**src/sv/iim_ram.sv**
```systemverilog
module iim_ram #(
  parameter int WIDTH = 8,
  parameter int DEPTH = 16
) (
  input  logic                                      clk,
  input  logic                                      we,
  input  logic [((DEPTH > 1) ? $clog2(DEPTH) : 1)-1:0] waddr,
  input  logic [WIDTH-1:0]                          wdata,
  input  logic                                      re,
  input  logic [((DEPTH > 1) ? $clog2(DEPTH) : 1)-1:0] raddr,
  output logic [WIDTH-1:0]                          rdata
);

  logic [WIDTH-1:0] mem [DEPTH];
  logic [WIDTH-1:0] rdata_r;

  always_ff @(posedge clk) begin
    if (we) begin
      mem[waddr] <= wdata;
    end
    if (re) begin
      rdata_r <= mem[raddr];
    end
  end

  assign rdata = rdata_r;

endmodule

```
**config.mk**
```make
export PLATFORM = sky130hd
export DESIGN_NAME = iim_ram
export DESIGN_NICKNAME = d
export VERILOG_FILES = /design/src/sv/iim_ram.sv
export SDC_FILE = /design/constraint.sdc
export NUM_CORES = 1
export LEC_CHECK = 0
export BUFFER_PORTS_ARGS = -buffer_cell sky130_fd_sc_hd__buf_2
export CAP_MARGIN = 40
export CORE_MARGIN = 10
export CORE_UTILIZATION = 45
export CTS_CLUSTER_SIZE = 25
export DETAILED_ROUTE_END_ITERATION = 12
export PLACE_DENSITY_LB_ADDON = 0.1
export SKIP_CTS_REPAIR_TIMING = 1
export SLEW_MARGIN = 10
export SYNTH_ARGS = -nofsm -noshare
export SYNTH_HDL_FRONTEND = slang
export SYNTH_SLANG_ARGS = --single-unit
```
**constraint.sdc**
```tcl
create_clock -name clk -period 2.8 [get_ports clk]
set_input_delay 0.7 -clock clk [delete_from_list [all_inputs] [get_ports clk]]
set_output_delay 0.7 -clock clk [all_outputs]
set_load 0.03 [all_outputs]
```
==> metrics.md <==
| Metric | Value |
|---|---|
| Status | finished, final reports clean |
| Fin. max-slew vios | 0 |
| Row count | 39 |
| 1st-iter DRT viols | 203 |
| Worst reg-to-reg path cell count | 3 |
| Fin worst setup slack | 822 ps |
| Slowest CP cell | mux4_1 |
| RSZ-0062 raised after global routing | false |
| Crit-path cells | buf_2, buf_12, mux4_1, a22oi_1, nand2_1 |
| Die H | 128 um |
| Setup violations, final | 0 |
| VDD IR-drop max | 449 uV |
| Synth cell types | 18 |
| PD cells | 750 nW/um2 |
| Gr usage total | 13.7% |
| Crit path DAT | 2140 ps |
| Routed Antenna Nets | 0 |
| Number of antenna violations at the first check in global routing | 0 |
| Setup crit end kind | flop |
| CTS tree | yes |
| Num CTS Buffers | 17 |
| Overall Power | 4.66 mW |
| Placed inst area | 5650 um2 |
| Clk_lat worst skew | 410 ps |
| Worst-Margin Slew | 429 ps |
| Period utilisation layout | 70.7% |
| I/O pins | 27 |
| N_diodes | 0 |
| First-pass GRT wire length | 16,100 um |
| Vias in the first global route | 2,536 |
| Cells after Synth | 229 |
| Largest stage delay on the critical path | 550 ps |
| Min cycle time layout | 1980 ps |
| Rel. slew slack | 71.4% |
| Kind of cell adding the most delay to the critical path | multiplexers |
| Sum Neg Setup Slack | 0 ps |
| Buf/Inv on CP | 2 |
| Register area share after synthesis | 78.1% |
| DRC | 0 |
| Worst setup SP type | input port |
| DR top layer | met4 |
| Fin. Hold Viols | 0 |
| Syn Nets | 248 |
| Hold WC Path Type | in2reg |
| IO Port Bufs | 26 |
| Fin cells | 441 |
| Fmax | 0.505 GHz |
| Crit Path Class | in2reg |
| Worst Path Required | 2960 ps |
| Setup slack, reg-to-reg | 1290 ps |
| Crit path from | raddr[0] |
| DP HPWL | 6560 um |
| Reg clk slew, reported paths | 50 ps |
| Final hold slack | 676 ps |
| Final core utilization | 54.5% |
| Pleak | 2.12 nW |
| Vias | 2,430 |
| Critical path peak fanout | 13 |
| Max Root-Sink Buffers | 2 |
| Post-Synthesis Cell Area | 5230 um2 |
| Synth warn | 0 |
| Clock sinks | 136 |
| Crit path depth | 5 |
| Die W | 128 um |
| Most frequent cells in the layout | edfxtp_1, buf_2, buf_4, mux4_2, clkbuf_16 |
| Drt via density | 5.51 |
| Layout area overhead | 19.0% |
| Die ar. | 16,300 um2 |
| Layout Skew | 6.66 ps |
| Reg2Reg Launch Point | mem[0][3] |
| Pre-CTS setup slack | 375 ps |
| Final nets | 305 |
| Clk root buf | clkbuf_16 |
| Post-Place Cells | 410 |
| Final WL | 10,300 um |
| Fin area | 6220 um2 |
| Met3 WL | 614 um |
| Syn Area/Cell | 22.8 um2 |
| GRT overflow | 0 |
| Most common cell after layout, fill and taps aside | edfxtp_1 |
| Worst reg2reg endpoint | rdata[3] |
| Met1 Wirelength | 4910 um |
| Pre-antenna DRT Iters | 4 |
| Metal2 WL | 4650 um |
| GPL Wtd Cong | 0.695 |
| H-tree Lvls | 4 |
| Initial core utilization | 45.8% |
| Drt wl/cell | 23.4 um |
| Crit path to | rdata[3] |
| Share of layout cells above drive strength 1 | 30.9% |
| Core area | 11,400 um2 |
| Max_cap viols | 0 |
| Synth Register Bits | 136 |
| Largest net degree at the start of global routing | 23 |
[cell type report]
class | instances | area, um2
multi-input cells | 83 | 1060
well taps | 143 | 179
clock inverters | 13 | 136
clock buffers | 18 | 429
fillers | 891 | 5200
repair buffers | 48 | 333
flip-flops and latches | 136 | 4080
[state kept, by name, summed over array words and instances, names as in the netlist]
signal and cells:
mem 128, rdata 8
[synthesized netlist by cell type]
cell type | instances | share of area (%)
or3b_2 | 1 | 0.17
nand2b_1 | 2 | 0.24
nand3_1 | 1 | 0.096
nand2_1 | 9 | 0.65
nor2b_1 | 1 | 0.12
buf_2 | 3 | 0.29
mux4_2 | 18 | 7.8
mux4_1 | 14 | 7.0
buf_6 | 3 | 0.65
and2_1 | 1 | 0.12
buf_4 | 1 | 0.14
and2b_1 | 1 | 0.14
a22oi_1 | 16 | 2.3
nand3b_1 | 2 | 0.29
clkdlybuf4s25_2 | 3 | 0.57
nor3_1 | 4 | 0.38
edfxtp_1 | 136 | 78
nor2_1 | 13 | 0.93
[worst min-delay path by stage]
stage	from	end	cells after the start
2_1_floorplan	mem[7][0]	rdata[0]	3
3_3_place_gp	mem[4][2]	rdata[2]	3
3_5_place_dp	mem[11][5]	rdata[5]	3
4_1_cts	wdata[0]	mem[12][0]	1
5_1_grt	re	rdata[3]	1
6_report	wdata[2]	mem[14][2]	1
[per-layer routing]
metal  GRT usage (%)  vias up
met3            5.25        9
met4            6.29        0
met5               0        -
met1            19.0     1256
met2            18.6       67
li1                -     1098
[worst register-to-register path, cell delays in order, from the launching register on]
cell      delay, ps
edfxtp_1        360
mux4_1          490
a22oi_1         330
nand2_1          90
[power breakdown]
group / internal [mW] / switching (mW)
Combinational: 0.0942 / 0.138
Sequential: 2.30 / 0.0120
Clock: 1.37 / 0.753
Total: 3.76 / 0.903
[logic make-up (layout without fill, tap and decap cells)]
logic type             count (synthesis)  count (layout)  synth area share, %
AOI/OAI and AO/OA                     16              16                 2.30
buffers and inverters                 10              79                 1.65
DFF                                  136             136                 78.1
muxes                                 32              32                 14.8
and+or+nand+nor                       35              35                 3.14
Note: power is estimated with default switching activity, not from simulation.
